==> config.mk <==
export PLATFORM = sky130hd
export DESIGN_NAME = laser_safe_valley_heading_flat
export DESIGN_NICKNAME = d
export VERILOG_FILES = /design/src/hw/rtl/lsvh_pkg.sv /design/src/hw/rtl/lsvh_req_if.sv /design/src/hw/rtl/lsvh_rsp_if.sv /design/src/hw/rtl/laser_safe_valley_heading.sv /design/src/hw/rtl/lsvh_csr.sv /design/src/hw/rtl/lsvh_run_tracker.sv /design/src/hw/rtl/lsvh_bound_calc.sv /design/src/hw/rtl/lsvh_selector.sv /design/src/flat_wrapper.sv
export SDC_FILE = /design/constraint.sdc
export NUM_CORES = 2
export LEC_CHECK = 0
export BUFFER_PORTS_ARGS = -buffer_cell sky130_fd_sc_hd__buf_2
export CAP_MARGIN = 20
export CORE_AREA = 10 10 377 379
export DETAILED_ROUTE_END_ITERATION = 8
export DIE_AREA = 0 0 387 389
export HOLD_SLACK_MARGIN = 0.06
export PLACE_DENSITY = 0.65
export SLEW_MARGIN = 20
export SYNTH_ARGS = -nofsm -noshare
export SYNTH_HDL_FRONTEND = slang
export SYNTH_HIERARCHICAL = 1
export SYNTH_SLANG_ARGS = --single-unit
export TNS_END_PERCENT = 100
==> constraint.sdc <==
create_clock -name clock -period 15 [get_ports clock]
set_clock_uncertainty 0.2 [all_clocks]
set_input_delay 3 -clock clock [delete_from_list [all_inputs] [get_ports clock]]
set_output_delay 3 -clock clock [all_outputs]
set_load 0.005 [all_outputs]
==> src/hw/rtl/lsvh_pkg.sv <==
// Shared constants, types and register codes of the safe valley heading block.
`timescale 1ns / 1ps
`default_nettype none

package lsvh_pkg;

   // Scan geometry.
   localparam int MAX_BEAMS  = 2048;
   localparam int BEAM_IDX_W = $clog2(MAX_BEAMS);
   localparam logic [BEAM_IDX_W-1:0] BEAM_IDX_LAST = BEAM_IDX_W'(MAX_BEAMS - 1);

   // Field widths.
   localparam int RANGE_W = 16;
   localparam int STEP_W  = 16;
   localparam int LIMIT_W = 12;
   localparam int ANGLE_W = 17;
   localparam int COUNT_W = 8;
   localparam int RUN_W   = 12;
   localparam logic [RUN_W-1:0]   RUN_MAX   = {RUN_W{1'b1}};
   localparam logic [COUNT_W-1:0] COUNT_MAX = {COUNT_W{1'b1}};

   // Configuration port.
   localparam int CSR_INDEX_W = 2;
   localparam int CSR_DATA_W  = 17;
   localparam logic [CSR_INDEX_W-1:0] CSR_CLEAR_THRESHOLD  = 2'd0;
   localparam logic [CSR_INDEX_W-1:0] CSR_BEAM_ANGLE_STEP  = 2'd1;
   localparam logic [CSR_INDEX_W-1:0] CSR_MIN_VALLEY_BEAMS = 2'd2;
   localparam logic [CSR_INDEX_W-1:0] CSR_DESIRED_HEADING  = 2'd3;

   localparam logic [RANGE_W-1:0] RESET_CLEAR_THRESHOLD  = 16'd2000;
   localparam logic [STEP_W-1:0]  RESET_BEAM_ANGLE_STEP  = 16'd64;
   localparam logic [LIMIT_W-1:0] RESET_MIN_VALLEY_BEAMS = 12'd276;
   localparam logic [ANGLE_W-1:0] RESET_DESIRED_HEADING  = 17'd0;

   // Angles in Q9.8 degrees.
   localparam logic [ANGLE_W-1:0] DEG0   = 17'd0;
   localparam logic [ANGLE_W-1:0] DEG210 = 17'd53760;
   localparam logic [ANGLE_W-1:0] DEG270 = 17'd69120;
   localparam logic [ANGLE_W-1:0] DEG330 = 17'd84480;
   localparam logic [ANGLE_W-1:0] DEG360 = 17'd92160;

   // Bound arithmetic. Bounds are formed in 1/512 degree, shifted up by 4096 turns so
   // they never go negative, then halved with rounding and reduced modulo 360 degrees.
   localparam int START_W = ((BEAM_IDX_W > RUN_W) ? BEAM_IDX_W : RUN_W) + 1;
   localparam int PROD_W  = 32;
   localparam int SUM_W   = 33;
   localparam int WRAP_W  = 30;
   localparam int LOW_W   = 11;
   localparam int HIGH_W  = WRAP_W - LOW_W;
   localparam int QUOT_W  = 14;
   localparam int REM_W   = ANGLE_W - LOW_W;
   localparam int RECIP_W = 20;
   localparam int RECIP_SHIFT = 25;
   localparam int RECIP_PROD_W = HIGH_W + RECIP_W;
   // 360 degrees in Q9.8 is 45 * 2^11: the low 11 bits pass, the rest is reduced mod 45.
   localparam logic [HIGH_W-1:0]  TURN_HIGH = 19'd45;
   localparam logic [RECIP_W-1:0] RECIP     = 20'd745655;
   // One for rounding, minus 30 degrees, plus 4096 turns, all in 1/512 degree.
   localparam logic signed [SUM_W-1:0] WRAP_OFFSET = 33'sd754959361;

   localparam int CAND_N = 4;

   typedef struct packed {
      logic [RANGE_W-1:0] clear_threshold;
      logic [STEP_W-1:0]  beam_angle_step;
      logic [LIMIT_W-1:0] min_valley_beams;
      logic [ANGLE_W-1:0] desired_heading;
   } cfg_type;

   typedef struct packed {
      logic               valid;
      logic [RANGE_W-1:0] range_mm;
      logic               range_invalid;
      logic               last_beam;
   } beam_type;

   typedef struct packed {
      logic                  valid;
      logic                  last;
      logic                  close;
      logic [BEAM_IDX_W-1:0] j;
      logic [RUN_W-1:0]      run;
   } run_event_type;

   typedef struct packed {
      logic               valid;
      logic               last;
      logic               close;
      logic [ANGLE_W-1:0] right;
      logic [ANGLE_W-1:0] left;
   } bound_type;

endpackage

`default_nettype wire

==> src/hw/rtl/lsvh_req_if.sv <==
// Beam input channel: valid, ready and one beam sample.
`timescale 1ns / 1ps
`default_nettype none

interface lsvh_req_if;
   logic                         valid;
   logic                         ready;
   logic [lsvh_pkg::RANGE_W-1:0] range_mm;
   logic                         range_invalid;
   logic                         last_beam;

   modport source (output valid, range_mm, range_invalid, last_beam, input ready);
   modport sink (input valid, range_mm, range_invalid, last_beam, output ready);
endinterface

`default_nettype wire

==> src/hw/rtl/lsvh_rsp_if.sv <==
// Heading result channel: valid, ready and one chosen heading.
`timescale 1ns / 1ps
`default_nettype none

interface lsvh_rsp_if;
   logic                         valid;
   logic                         ready;
   logic [lsvh_pkg::ANGLE_W-1:0] chosen_heading;
   logic [lsvh_pkg::COUNT_W-1:0] boundary_count;

   modport source (output valid, chosen_heading, boundary_count, input ready);
   modport sink (input valid, chosen_heading, boundary_count, output ready);
endinterface

`default_nettype wire

==> src/hw/rtl/laser_safe_valley_heading.sv <==
// Top level of the laser scan safe valley heading selector.
// A result follows the last beam of a scan through the run, bound and distance stages.
// Throughput: one beam per cycle; the clear run counter and the nearest-boundary
// compare chain each close their loop combinationally. The input holds only while a
// second result reaches the result register before the first is taken.
// Synchronous reset empties the pipeline, clears the scan state and loads the defaults.
`timescale 1ns / 1ps
`default_nettype none

module laser_safe_valley_heading (
   input  wire logic                             clock,
   input  wire logic                             reset,
   lsvh_req_if.sink                              req_bus,
   lsvh_rsp_if.source                            rsp_bus,
   input  wire logic                             csr_write_en,
   input  wire logic [lsvh_pkg::CSR_INDEX_W-1:0] csr_index,
   input  wire logic [lsvh_pkg::CSR_DATA_W-1:0]  csr_write_data
);

   lsvh_pkg::cfg_type       cfg;
   lsvh_pkg::beam_type      beam;
   lsvh_pkg::run_event_type run_event;
   lsvh_pkg::bound_type     bound;
   logic                    stall;
   logic                    advance;

   assign advance       = !stall;
   assign req_bus.ready = advance;

   assign beam.valid         = req_bus.valid;
   assign beam.range_mm      = req_bus.range_mm;
   assign beam.range_invalid = req_bus.range_invalid;
   assign beam.last_beam     = req_bus.last_beam;

   lsvh_csr u_csr (
      .clock          (clock),
      .reset          (reset),
      .csr_write_en   (csr_write_en),
      .csr_index      (csr_index),
      .csr_write_data (csr_write_data),
      .cfg            (cfg)
   );

   lsvh_run_tracker u_run_tracker (
      .clock     (clock),
      .reset     (reset),
      .advance   (advance),
      .beam      (beam),
      .cfg       (cfg),
      .run_event (run_event)
   );

   lsvh_bound_calc u_bound_calc (
      .clock     (clock),
      .reset     (reset),
      .advance   (advance),
      .run_event (run_event),
      .cfg       (cfg),
      .bound     (bound)
   );

   lsvh_selector u_selector (
      .clock              (clock),
      .reset              (reset),
      .advance            (advance),
      .bound              (bound),
      .cfg                (cfg),
      .rsp_ready          (rsp_bus.ready),
      .rsp_valid          (rsp_bus.valid),
      .rsp_chosen_heading (rsp_bus.chosen_heading),
      .rsp_boundary_count (rsp_bus.boundary_count),
      .stall              (stall)
   );

   // Without any boundary the heading is either the requested one inside the rear
   // sector or the default, both of which lie between 210 and 330 degrees.
   assert property (@(posedge clock) disable iff (reset)
      (rsp_bus.valid && (rsp_bus.boundary_count == '0)) |->
      ((rsp_bus.chosen_heading >= lsvh_pkg::DEG210) &&
       (rsp_bus.chosen_heading <= lsvh_pkg::DEG330)))
      else $error("heading outside the rear sector with no boundary");

   // Every emitted heading is a wrapped boundary, the default or the desired heading.
   assert property (@(posedge clock) disable iff (reset)
      rsp_bus.valid |-> (rsp_bus.chosen_heading <= lsvh_pkg::DEG360))
      else $error("chosen heading beyond a full turn");

   // Input is refused only while a result waits at the output.
   assert property (@(posedge clock) disable iff (reset)
      !req_bus.ready |-> (rsp_bus.valid && !rsp_bus.ready))
      else $error("input stalled without a pending result");

endmodule

`default_nettype wire

==> src/hw/rtl/lsvh_csr.sv <==
// Configuration registers of the safe valley heading block.
`timescale 1ns / 1ps
`default_nettype none

module lsvh_csr (
   input  wire logic                             clock,
   input  wire logic                             reset,
   input  wire logic                             csr_write_en,
   input  wire logic [lsvh_pkg::CSR_INDEX_W-1:0] csr_index,
   input  wire logic [lsvh_pkg::CSR_DATA_W-1:0]  csr_write_data,
   output lsvh_pkg::cfg_type                     cfg
);

   lsvh_pkg::cfg_type cfg_ff;
   lsvh_pkg::cfg_type cfg_in;

   always_comb begin
      cfg_in = cfg_ff;
      if (csr_write_en) begin
         case (csr_index)
            lsvh_pkg::CSR_CLEAR_THRESHOLD: begin
               cfg_in.clear_threshold = csr_write_data[lsvh_pkg::RANGE_W-1:0];
            end
            lsvh_pkg::CSR_BEAM_ANGLE_STEP: begin
               cfg_in.beam_angle_step = csr_write_data[lsvh_pkg::STEP_W-1:0];
            end
            lsvh_pkg::CSR_MIN_VALLEY_BEAMS: begin
               cfg_in.min_valley_beams = csr_write_data[lsvh_pkg::LIMIT_W-1:0];
            end
            lsvh_pkg::CSR_DESIRED_HEADING: begin
               cfg_in.desired_heading = csr_write_data[lsvh_pkg::ANGLE_W-1:0];
            end
            default: begin
               cfg_in = cfg_ff;
            end
         endcase
      end
   end

   always_ff @(posedge clock) begin
      if (reset) begin
         cfg_ff.clear_threshold  <= lsvh_pkg::RESET_CLEAR_THRESHOLD;
         cfg_ff.beam_angle_step  <= lsvh_pkg::RESET_BEAM_ANGLE_STEP;
         cfg_ff.min_valley_beams <= lsvh_pkg::RESET_MIN_VALLEY_BEAMS;
         cfg_ff.desired_heading  <= lsvh_pkg::RESET_DESIRED_HEADING;
      end else begin
         cfg_ff <= cfg_in;
      end
   end

   assign cfg = cfg_ff;

endmodule

`default_nettype wire

==> src/hw/rtl/lsvh_run_tracker.sv <==
// Input register, clear run counter and beam index; flags each closed valley.
`timescale 1ns / 1ps
`default_nettype none

module lsvh_run_tracker (
   input  wire logic              clock,
   input  wire logic              reset,
   input  wire logic              advance,
   input  lsvh_pkg::beam_type     beam,
   input  lsvh_pkg::cfg_type      cfg,
   output lsvh_pkg::run_event_type run_event
);

   lsvh_pkg::beam_type beam_ff;

   logic [lsvh_pkg::BEAM_IDX_W-1:0] beam_index_ff;
   logic [lsvh_pkg::BEAM_IDX_W-1:0] beam_index_in;
   logic [lsvh_pkg::RUN_W-1:0]      clear_run_ff;
   logic [lsvh_pkg::RUN_W-1:0]      clear_run_in;
   lsvh_pkg::run_event_type         event_ff;
   lsvh_pkg::run_event_type         event_in;

   logic                       is_clear;
   logic [lsvh_pkg::RUN_W-1:0] run_grown;

   always_comb begin
      is_clear  = beam_ff.range_invalid || (beam_ff.range_mm >= cfg.clear_threshold);
      run_grown = (clear_run_ff < lsvh_pkg::RUN_MAX) ? clear_run_ff + 1'b1 : clear_run_ff;

      event_in.valid = beam_ff.valid;
      event_in.last  = beam_ff.last_beam;
      event_in.j     = beam_index_ff;
      event_in.close = 1'b0;
      event_in.run   = clear_run_ff;
      clear_run_in   = clear_run_ff;
      beam_index_in  = beam_index_ff;

      if (beam_ff.valid) begin
         // An obstacle beam or the last beam ends the run; a clear last beam joins it.
         if (!is_clear || beam_ff.last_beam) begin
            event_in.run   = is_clear ? run_grown : clear_run_ff;
            event_in.close = (event_in.run != '0) &&
                             (event_in.run >= lsvh_pkg::RUN_W'(cfg.min_valley_beams));
            clear_run_in   = '0;
         end else begin
            clear_run_in = run_grown;
         end

         if (beam_ff.last_beam) begin
            beam_index_in = '0;
         end else if (beam_index_ff < lsvh_pkg::BEAM_IDX_LAST) begin
            beam_index_in = beam_index_ff + 1'b1;
         end
      end
   end

   always_ff @(posedge clock) begin
      if (reset) begin
         beam_ff.valid  <= 1'b0;
         event_ff.valid <= 1'b0;
         beam_index_ff  <= '0;
         clear_run_ff   <= '0;
      end else if (advance) begin
         beam_ff        <= beam;
         event_ff       <= event_in;
         beam_index_ff  <= beam_index_in;
         clear_run_ff   <= clear_run_in;
      end
   end

   assign run_event = event_ff;

endmodule

`default_nettype wire

==> src/hw/rtl/lsvh_bound_calc.sv <==
// Four-stage pipeline that turns a closed valley into wrapped right and left bounds.
`timescale 1ns / 1ps
`default_nettype none

module lsvh_bound_calc (
   input  wire logic               clock,
   input  wire logic               reset,
   input  wire logic               advance,
   input  lsvh_pkg::run_event_type run_event,
   input  lsvh_pkg::cfg_type       cfg,
   output lsvh_pkg::bound_type     bound
);

   localparam int RIGHT = 0;
   localparam int LEFT  = 1;

   // Control travelling alongside the data: valid, last, close.
   logic [2:0] ctl2_ff;
   logic [2:0] ctl3_ff;
   logic [2:0] ctl4_ff;
   logic [2:0] ctl5_ff;

   // Stage 2: products.
   logic signed [lsvh_pkg::START_W-1:0] start_s;
   logic signed [lsvh_pkg::PROD_W-1:0]  start_ext;
   logic signed [lsvh_pkg::PROD_W-1:0]  step_ext;
   logic signed [lsvh_pkg::PROD_W-1:0]  ps_in;
   logic signed [lsvh_pkg::PROD_W-1:0]  ps_ff;
   logic [lsvh_pkg::PROD_W-1:0]         pj_in;
   logic [lsvh_pkg::PROD_W-1:0]         pj_ff;
   logic [lsvh_pkg::PROD_W-1:0]         pl_in;
   logic [lsvh_pkg::PROD_W-1:0]         pl_ff;

   // Stage 3: biased, rounded half-unit sums.
   logic signed [lsvh_pkg::SUM_W-1:0] sum_r;
   logic signed [lsvh_pkg::SUM_W-1:0] sum_l;
   logic [lsvh_pkg::WRAP_W-1:0]       u_in [2];
   logic [lsvh_pkg::WRAP_W-1:0]       u_ff [2];

   // Stage 4: quotient by 45 of the upper bits.
   logic [lsvh_pkg::RECIP_PROD_W-1:0] recip_prod [2];
   logic [lsvh_pkg::HIGH_W-1:0]       high_ff [2];
   logic [lsvh_pkg::LOW_W-1:0]        low_ff [2];
   logic [lsvh_pkg::QUOT_W-1:0]       quot_in [2];
   logic [lsvh_pkg::QUOT_W-1:0]       quot_ff [2];

   // Stage 5: remainder and wrapped angle.
   logic [lsvh_pkg::HIGH_W-1:0]  rem_full [2];
   logic [lsvh_pkg::ANGLE_W-1:0] angle_in [2];
   logic [lsvh_pkg::ANGLE_W-1:0] angle_ff [2];

   always_comb begin
      start_s = $signed({{(lsvh_pkg::START_W-lsvh_pkg::BEAM_IDX_W){1'b0}}, run_event.j})
              - $signed({{(lsvh_pkg::START_W-lsvh_pkg::RUN_W){1'b0}}, run_event.run});
      start_ext = lsvh_pkg::PROD_W'(start_s);
      step_ext  = $signed({{(lsvh_pkg::PROD_W-lsvh_pkg::STEP_W){1'b0}}, cfg.beam_angle_step});
      ps_in = start_ext * step_ext;
      pj_in = lsvh_pkg::PROD_W'(run_event.j) * lsvh_pkg::PROD_W'(cfg.beam_angle_step);
      pl_in = lsvh_pkg::PROD_W'(cfg.min_valley_beams) * lsvh_pkg::PROD_W'(cfg.beam_angle_step);
   end

   always_comb begin
      sum_r = (lsvh_pkg::SUM_W'(ps_ff) <<< 1) + $signed({1'b0, pl_ff}) + lsvh_pkg::WRAP_OFFSET;
      sum_l = ($signed({1'b0, pj_ff}) <<< 1) - $signed({1'b0, pl_ff}) + lsvh_pkg::WRAP_OFFSET;
      u_in[RIGHT] = sum_r[lsvh_pkg::WRAP_W:1];
      u_in[LEFT]  = sum_l[lsvh_pkg::WRAP_W:1];
   end

   always_comb begin
      for (int k = 0; k < 2; k++) begin
         recip_prod[k] = lsvh_pkg::RECIP_PROD_W'(u_ff[k][lsvh_pkg::WRAP_W-1:lsvh_pkg::LOW_W])
                       * lsvh_pkg::RECIP_PROD_W'(lsvh_pkg::RECIP);
         quot_in[k] = recip_prod[k][lsvh_pkg::RECIP_SHIFT+lsvh_pkg::QUOT_W-1:lsvh_pkg::RECIP_SHIFT];
      end
   end

   always_comb begin
      for (int k = 0; k < 2; k++) begin
         rem_full[k] = high_ff[k]
                     - (lsvh_pkg::HIGH_W'(quot_ff[k]) * lsvh_pkg::TURN_HIGH);
         angle_in[k] = {rem_full[k][lsvh_pkg::REM_W-1:0], low_ff[k]};
      end
   end

   always_ff @(posedge clock) begin
      if (reset) begin
         ctl2_ff <= '0;
         ctl3_ff <= '0;
         ctl4_ff <= '0;
         ctl5_ff <= '0;
      end else if (advance) begin
         ctl2_ff <= {run_event.valid, run_event.last, run_event.close};
         ctl3_ff <= ctl2_ff;
         ctl4_ff <= ctl3_ff;
         ctl5_ff <= ctl4_ff;
      end
   end

   always_ff @(posedge clock) begin
      if (advance) begin
         ps_ff <= ps_in;
         pj_ff <= pj_in;
         pl_ff <= pl_in;
         for (int k = 0; k < 2; k++) begin
            u_ff[k]     <= u_in[k];
            high_ff[k]  <= u_ff[k][lsvh_pkg::WRAP_W-1:lsvh_pkg::LOW_W];
            low_ff[k]   <= u_ff[k][lsvh_pkg::LOW_W-1:0];
            quot_ff[k]  <= quot_in[k];
            angle_ff[k] <= angle_in[k];
         end
      end
   end

   assign bound.valid = ctl5_ff[2];
   assign bound.last  = ctl5_ff[1];
   assign bound.close = ctl5_ff[0];
   assign bound.right = angle_ff[RIGHT];
   assign bound.left  = angle_ff[LEFT];

endmodule

`default_nettype wire

==> src/hw/rtl/lsvh_selector.sv <==
// Boundary distances, nearest-boundary state and the result register.
`timescale 1ns / 1ps
`default_nettype none

module lsvh_selector (
   input  wire logic                          clock,
   input  wire logic                          reset,
   input  wire logic                          advance,
   input  lsvh_pkg::bound_type                bound,
   input  lsvh_pkg::cfg_type                  cfg,
   input  wire logic                          rsp_ready,
   output logic                               rsp_valid,
   output logic [lsvh_pkg::ANGLE_W-1:0]       rsp_chosen_heading,
   output logic [lsvh_pkg::COUNT_W-1:0]       rsp_boundary_count,
   output logic                               stall
);

   localparam int CAND_N = lsvh_pkg::CAND_N;

   // Distance stage.
   logic                         valid6_ff;
   logic                         last6_ff;
   logic                         hit_in;
   logic                         hit_ff;
   logic [CAND_N-1:0]            use_in;
   logic [CAND_N-1:0]            use_ff;
   logic [lsvh_pkg::ANGLE_W-1:0] cand_in [CAND_N];
   logic [lsvh_pkg::ANGLE_W-1:0] cand_ff [CAND_N];
   logic [lsvh_pkg::ANGLE_W-1:0] dist_in [CAND_N];
   logic [lsvh_pkg::ANGLE_W-1:0] dist_ff [CAND_N];
   logic                         split;

   // Scan state.
   logic                         inside_ff;
   logic                         inside_in;
   logic [lsvh_pkg::ANGLE_W-1:0] best_dist_ff;
   logic [lsvh_pkg::ANGLE_W-1:0] best_dist_in;
   logic [lsvh_pkg::ANGLE_W-1:0] best_bound_ff;
   logic [lsvh_pkg::ANGLE_W-1:0] best_bound_in;
   logic [lsvh_pkg::COUNT_W-1:0] count_ff;
   logic [lsvh_pkg::COUNT_W-1:0] count_in;

   // Result register.
   logic                         rsp_valid_ff;
   logic [lsvh_pkg::ANGLE_W-1:0] rsp_heading_ff;
   logic [lsvh_pkg::ANGLE_W-1:0] rsp_heading_in;
   logic [lsvh_pkg::COUNT_W-1:0] rsp_count_ff;
   logic                         emit;

   // Smaller of the direct distance and the distance one turn up, which floors at zero.
   function automatic logic [lsvh_pkg::ANGLE_W-1:0] bound_distance(
      input logic [lsvh_pkg::ANGLE_W-1:0] b,
      input logic [lsvh_pkg::ANGLE_W-1:0] h
   );
      logic [lsvh_pkg::ANGLE_W-1:0] d1;
      logic [lsvh_pkg::ANGLE_W:0]   up;
      logic [lsvh_pkg::ANGLE_W:0]   d2;
      d1 = (b > h) ? (b - h) : (h - b);
      up = {1'b0, b} + {1'b0, lsvh_pkg::DEG360};
      d2 = (up < {1'b0, h}) ? '0 : (up - {1'b0, h});
      return ({1'b0, d1} > d2) ? d2[lsvh_pkg::ANGLE_W-1:0] : d1;
   endfunction

   always_comb begin
      split      = bound.right > bound.left;
      use_in     = '0;
      hit_in     = 1'b0;
      cand_in[0] = bound.right;
      cand_in[1] = split ? lsvh_pkg::DEG360 : bound.left;
      cand_in[2] = lsvh_pkg::DEG0;
      cand_in[3] = bound.left;
      if (bound.close) begin
         if (split) begin
            use_in = 4'b1111;
            hit_in = ((cfg.desired_heading >= bound.right) &&
                      (cfg.desired_heading <= lsvh_pkg::DEG360)) ||
                     (cfg.desired_heading <= bound.left);
         end else begin
            use_in = 4'b0011;
            hit_in = (cfg.desired_heading >= bound.right) &&
                     (cfg.desired_heading <= bound.left);
         end
      end
      for (int k = 0; k < CAND_N; k++) begin
         dist_in[k] = bound_distance(cand_in[k], cfg.desired_heading);
      end
   end

   // Boundaries are taken in order; a later one wins only when strictly nearer.
   always_comb begin
      best_dist_in  = best_dist_ff;
      best_bound_in = best_bound_ff;
      count_in      = count_ff;
      for (int k = 0; k < CAND_N; k++) begin
         if (use_ff[k]) begin
            if ((count_in == '0) || (dist_ff[k] < best_dist_in)) begin
               best_dist_in  = dist_ff[k];
               best_bound_in = cand_ff[k];
            end
            if (count_in != lsvh_pkg::COUNT_MAX) begin
               count_in = count_in + 1'b1;
            end
         end
      end
      inside_in = inside_ff || hit_ff;

      if (inside_in || ((cfg.desired_heading >= lsvh_pkg::DEG210) &&
                        (cfg.desired_heading <= lsvh_pkg::DEG330))) begin
         rsp_heading_in = cfg.desired_heading;
      end else if (count_in == '0) begin
         rsp_heading_in = lsvh_pkg::DEG270;
      end else begin
         rsp_heading_in = best_bound_in;
      end
   end

   assign stall = valid6_ff && last6_ff && rsp_valid_ff && !rsp_ready;
   assign emit  = advance && valid6_ff && last6_ff;

   always_ff @(posedge clock) begin
      if (reset) begin
         valid6_ff     <= 1'b0;
         inside_ff     <= 1'b0;
         best_dist_ff  <= '1;
         best_bound_ff <= '0;
         count_ff      <= '0;
      end else if (advance) begin
         valid6_ff <= bound.valid;
         if (valid6_ff) begin
            if (last6_ff) begin
               inside_ff     <= 1'b0;
               best_dist_ff  <= '1;
               best_bound_ff <= '0;
               count_ff      <= '0;
            end else begin
               inside_ff     <= inside_in;
               best_dist_ff  <= best_dist_in;
               best_bound_ff <= best_bound_in;
               count_ff      <= count_in;
            end
         end
      end
   end

   always_ff @(posedge clock) begin
      if (advance) begin
         last6_ff <= bound.last;
         hit_ff   <= hit_in;
         use_ff   <= use_in;
         for (int k = 0; k < CAND_N; k++) begin
            cand_ff[k] <= cand_in[k];
            dist_ff[k] <= dist_in[k];
         end
      end
   end

   always_ff @(posedge clock) begin
      if (reset) begin
         rsp_valid_ff <= 1'b0;
      end else if (emit) begin
         rsp_valid_ff <= 1'b1;
      end else if (rsp_ready) begin
         rsp_valid_ff <= 1'b0;
      end
   end

   always_ff @(posedge clock) begin
      if (emit) begin
         rsp_heading_ff <= rsp_heading_in;
         rsp_count_ff   <= count_in;
      end
   end

   assign rsp_valid          = rsp_valid_ff;
   assign rsp_chosen_heading = rsp_heading_ff;
   assign rsp_boundary_count = rsp_count_ff;

endmodule

`default_nettype wire
==> src/flat_wrapper.sv <==
// flat-port wrapper written by rule: the top's interface ports become plain ports
module laser_safe_valley_heading_flat 
  (clock, reset, csr_write_en, csr_index, csr_write_data, req_bus_valid, req_bus_range_mm, req_bus_range_invalid, req_bus_last_beam, req_bus_ready, rsp_bus_valid, rsp_bus_chosen_heading, rsp_bus_boundary_count, rsp_bus_ready);
  lsvh_req_if req_bus_i ();
  lsvh_rsp_if rsp_bus_i ();
  input  wire logic clock;
  input  wire logic reset;
  input  wire logic csr_write_en;
  input  wire logic [lsvh_pkg::CSR_INDEX_W-1:0] csr_index;
  input  wire logic [lsvh_pkg::CSR_DATA_W-1:0] csr_write_data;
  input wire logic [$bits(req_bus_i.valid)-1:0] req_bus_valid;
  input wire logic [$bits(req_bus_i.range_mm)-1:0] req_bus_range_mm;
  input wire logic [$bits(req_bus_i.range_invalid)-1:0] req_bus_range_invalid;
  input wire logic [$bits(req_bus_i.last_beam)-1:0] req_bus_last_beam;
  output wire logic [$bits(req_bus_i.ready)-1:0] req_bus_ready;
  output wire logic [$bits(rsp_bus_i.valid)-1:0] rsp_bus_valid;
  output wire logic [$bits(rsp_bus_i.chosen_heading)-1:0] rsp_bus_chosen_heading;
  output wire logic [$bits(rsp_bus_i.boundary_count)-1:0] rsp_bus_boundary_count;
  input wire logic [$bits(rsp_bus_i.ready)-1:0] rsp_bus_ready;
  assign req_bus_i.valid = req_bus_valid;
  assign req_bus_i.range_mm = req_bus_range_mm;
  assign req_bus_i.range_invalid = req_bus_range_invalid;
  assign req_bus_i.last_beam = req_bus_last_beam;
  assign req_bus_ready = req_bus_i.ready;
  assign rsp_bus_valid = rsp_bus_i.valid;
  assign rsp_bus_chosen_heading = rsp_bus_i.chosen_heading;
  assign rsp_bus_boundary_count = rsp_bus_i.boundary_count;
  assign rsp_bus_i.ready = rsp_bus_ready;
  laser_safe_valley_heading u_core (.clock(clock), .reset(reset), .req_bus(req_bus_i), .rsp_bus(rsp_bus_i), .csr_write_en(csr_write_en), .csr_index(csr_index), .csr_write_data(csr_write_data));
endmodule
==> impl_metrics.ini <==
[global_route]
grt_usage_pct = 25.2
grt_pass1_wl_um = 297000
grt_start_max_net_pins = 76
gr-total-overflow = 0
antenna_found_initial = 5
grt_pass1_vias = 50087

[die]
die_height_um = 389
core_sq_um = 135000
initial_core_util_pct = 49.6
row_count = 135
io_pins = 69
die_w_um = 387
dieArea_sq_um = 151000

[critical_path]
cp_max_fo = 21
slowest_delay_ns = 0.74
r2r_setup_slack_ns = 2.51
path_class = reg -> reg
startpoint_type = register
path_delay_family = compound AO/OA/AOI/OAI gates
cp.required_ns = 15.32
r2r_end = u_core/u_selector/rsp_chosen_heading[1]
cp-end-kind = register
crit_start = u_core/u_selector/count_ff[0]
worst_path_most_repeated_cell = a21o_1
endpoint = u_core/u_selector/rsp_chosen_heading[1]
crit_buf_inv = 4
worst_path_max_delay_cell = o21ai_2
r2r_cells = 49
cp.depth = 49
r2r_start = u_core/u_selector/count_ff[0]
worstPathArrival_ns = 12.80

[clock_network]
cts_buffer_depth = 3
numClockSinks = 558
clk-insertion-delay-late_ns = 0.67
cts_setup_buffers = 0
cts_buffers = 69
cts_resized = 0
h-tree-depth = 3
cts_hold_buf = 0
root_buffer = clkbuf_16
cts_tree = done
clkTransAtPathRegs_ns = 0.06

[worst_hold_path]
hp-class = reg -> reg

[sta]
setup_ws_ns = 2.51
relSlewSlack_pct = 19.0
slew_viol_final = 0
setup_viol = 0
max_freq_ghz = 0.0801
period_minus_slack_ns = 12.49
rsz0062_at_grt = false
tightest_slew_ns = 1.20
final.setup.tns_ns = 0
finalHoldViolations = 0
finalCritPeriodShare_pct = 83.3

[route]
dr.first_iter.drc_count = 3892
antenna_left = 0
drtPass1Iterations = 6
wl_per_cell_um = 21.9
viasPerCell = 5.62
vias = 49260
post-route-drc-count = 0
drt_wl_total_um = 192000

[synth]
syn-num-nets = 8559
ys_warn_count = 6
synth_ff_type = edfxtp_1
synth_cell_types = 117
syn_area_per_cell_sq_um = 9.61
synth_edf_count = 415
syn_inst = 6949
ys_seq_area_share_pct = 23.0
ys_ff_latch = 558
async_reset_ff_share_pct = 0
syn-cell-area_sq_um = 66800

[cells_and_area]
nNetsFinal = 8529
final_cell_count_no_fill = 8760
utilization_pct = 52.9
syn_to_final_growth_pct = 6.74
n_fill_cell = 12043
drive_above_1_share_pct = 5.86

[flow_run]
maxCapViolCount = 0

[place]
dp_slack_ns = 2.62
port_buffers = 68
dp.cells = 8628
place.gp.congestion = 0.937
hpwl_um = 152000

[run_status]
status = complete, no violations
-- registers in the layout, indices dropped and copies added (netlist names), 19 cells and up --
signal and count:
u_core/u_bound_calc/pl_ff 28, u_core/u_selector/dist_ff 68, u_core/u_bound_calc/u_ff 59, u_core/u_selector/cand_ff 51, u_core/u_csr/cfg 61, u_core/u_bound_calc/low_ff 22, u_core/u_bound_calc/ps_ff 30, u_core/u_bound_calc/angle_ff 34
u_core/u_bound_calc/pj_ff 27, u_core/u_run_tracker/beam_ff 19, u_core/u_run_tracker/run_event 26
-- metal layers --
metal,wire length [um],up-vias,track usage (%)
met4,6770,4,8.37
met3,13900,309,4.95
met2,88200,1582,41.1
met1,82700,24256,33.5
li1,-,23109,-
met5,21,-,0
-- cell usage in the layout (no fill, tap or decap), types with 67 or more instances in the layout --
cell | synthesis | routed
nand2_1 | 625 | 625
ha_1 | 913 | 913
edfxtp_1 | 415 | 415
and2_1 | 213 | 213
clkbuf_16 | 0 | 70
buf_2 | 19 | 67
nor3_1 | 76 | 76
fa_1 | 655 | 655
a21o_1 | 153 | 153
nor2b_1 | 74 | 73
mux2i_1 | 212 | 212
nand2b_1 | 141 | 141
nor2_1 | 306 | 302
xor2_1 | 99 | 98
inv_1 | 1148 | 1147
nand3_1 | 75 | 75
xnor2_1 | 234 | 233
o21ai_0 | 163 | 163
a21oi_1 | 306 | 305
buf_4 | 13 | 78
dfxtp_1 | 143 | 143
-- logic make-up (layout without fill, tap and decap cells) --
kind of cell | count (synthesis) | count (layout) | share of synthesized area (%)
compound gates | 1087 | 1087 | 10.9
xor+xnor | 334 | 334 | 4.39
fa+ha+maj | 1568 | 1568 | 36.8
buf+inv | 1396 | 1422 | 8.07
flops | 558 | 558 | 23.0
mux | 260 | 260 | 4.00
other cells | 0 | 4 | 0
simple gates | 1746 | 1746 | 12.9
-- stage by stage --
| stage | cell area (sq um) | hold WS (ns) |
|---|---|---|
| 3_5_place_dp | 68900 | 0.205 |
| 2_1_floorplan | 66800 | 0.200 |
| 3_3_place_gp | 68900 | 0.201 |
| 4_1_cts | 71200 | 0.214 |
| 6_report | 71300 | 0.213 |
| 5_1_grt | 71200 | 0.220 |
-- synthesized netlist by cell type, types with 75 or more instances --
cell / number / area share [%]
nand2_1: 625 / 3.5
xnor2_1: 234 / 3.1
nand3_1: 75 / 0.56
xor2_1: 99 / 1.3
clkbuf_1: 196 / 1.1
inv_1: 1148 / 6.5
a21o_1: 153 / 1.7
ha_1: 913 / 17
nor2_1: 306 / 1.7
and2_1: 213 / 2.0
edfxtp_1: 415 / 19
fa_1: 655 / 20
nand2b_1: 141 / 1.3
a21oi_1: 306 / 2.3
dfxtp_1: 143 / 4.3
nor3_1: 76 / 0.57
o21ai_0: 163 / 1.2
mux2i_1: 212 / 3.2
-- cell type report --
type	instances	area [sq um]	area share [%]
clock inverter	40	458	0.643
sequential	558	15300	21.5
tap	1781	2230	3.13
multi-input combinational	4995	46100	64.7
clock buffer	87	1870	2.62
timing repair buffer	145	921	1.29
antenna	4	10.0	0.0140
inverter	1150	4320	6.07
-- worst min path at each step --
stage	startpoint	end	slack, ns	cells after the start
floorplan	u_core/u_bound_calc/low_ff[0][0]	u_core/u_bound_calc/angle_ff[0][0]	0.20	0
global placement	u_core/u_bound_calc/u_ff[0][34]	u_core/u_bound_calc/low_ff[0][15]	0.20	0
detailed placement	u_core/u_bound_calc/low_ff[0][13]	u_core/u_bound_calc/angle_ff[0][19]	0.20	0
CTS	u_core/u_bound_calc/u_ff[0][5]	u_core/u_bound_calc/low_ff[0][5]	0.21	0
global route	u_core/u_bound_calc/u_ff[0][6]	u_core/u_bound_calc/low_ff[0][6]	0.22	0
finish	u_core/u_bound_calc/u_ff[0][5]	u_core/u_bound_calc/low_ff[0][5]	0.21	0
Power is left out: the tool's default activity adds up to more than one toggle a clock period on the data nets, which glitch-free logic cannot reach.
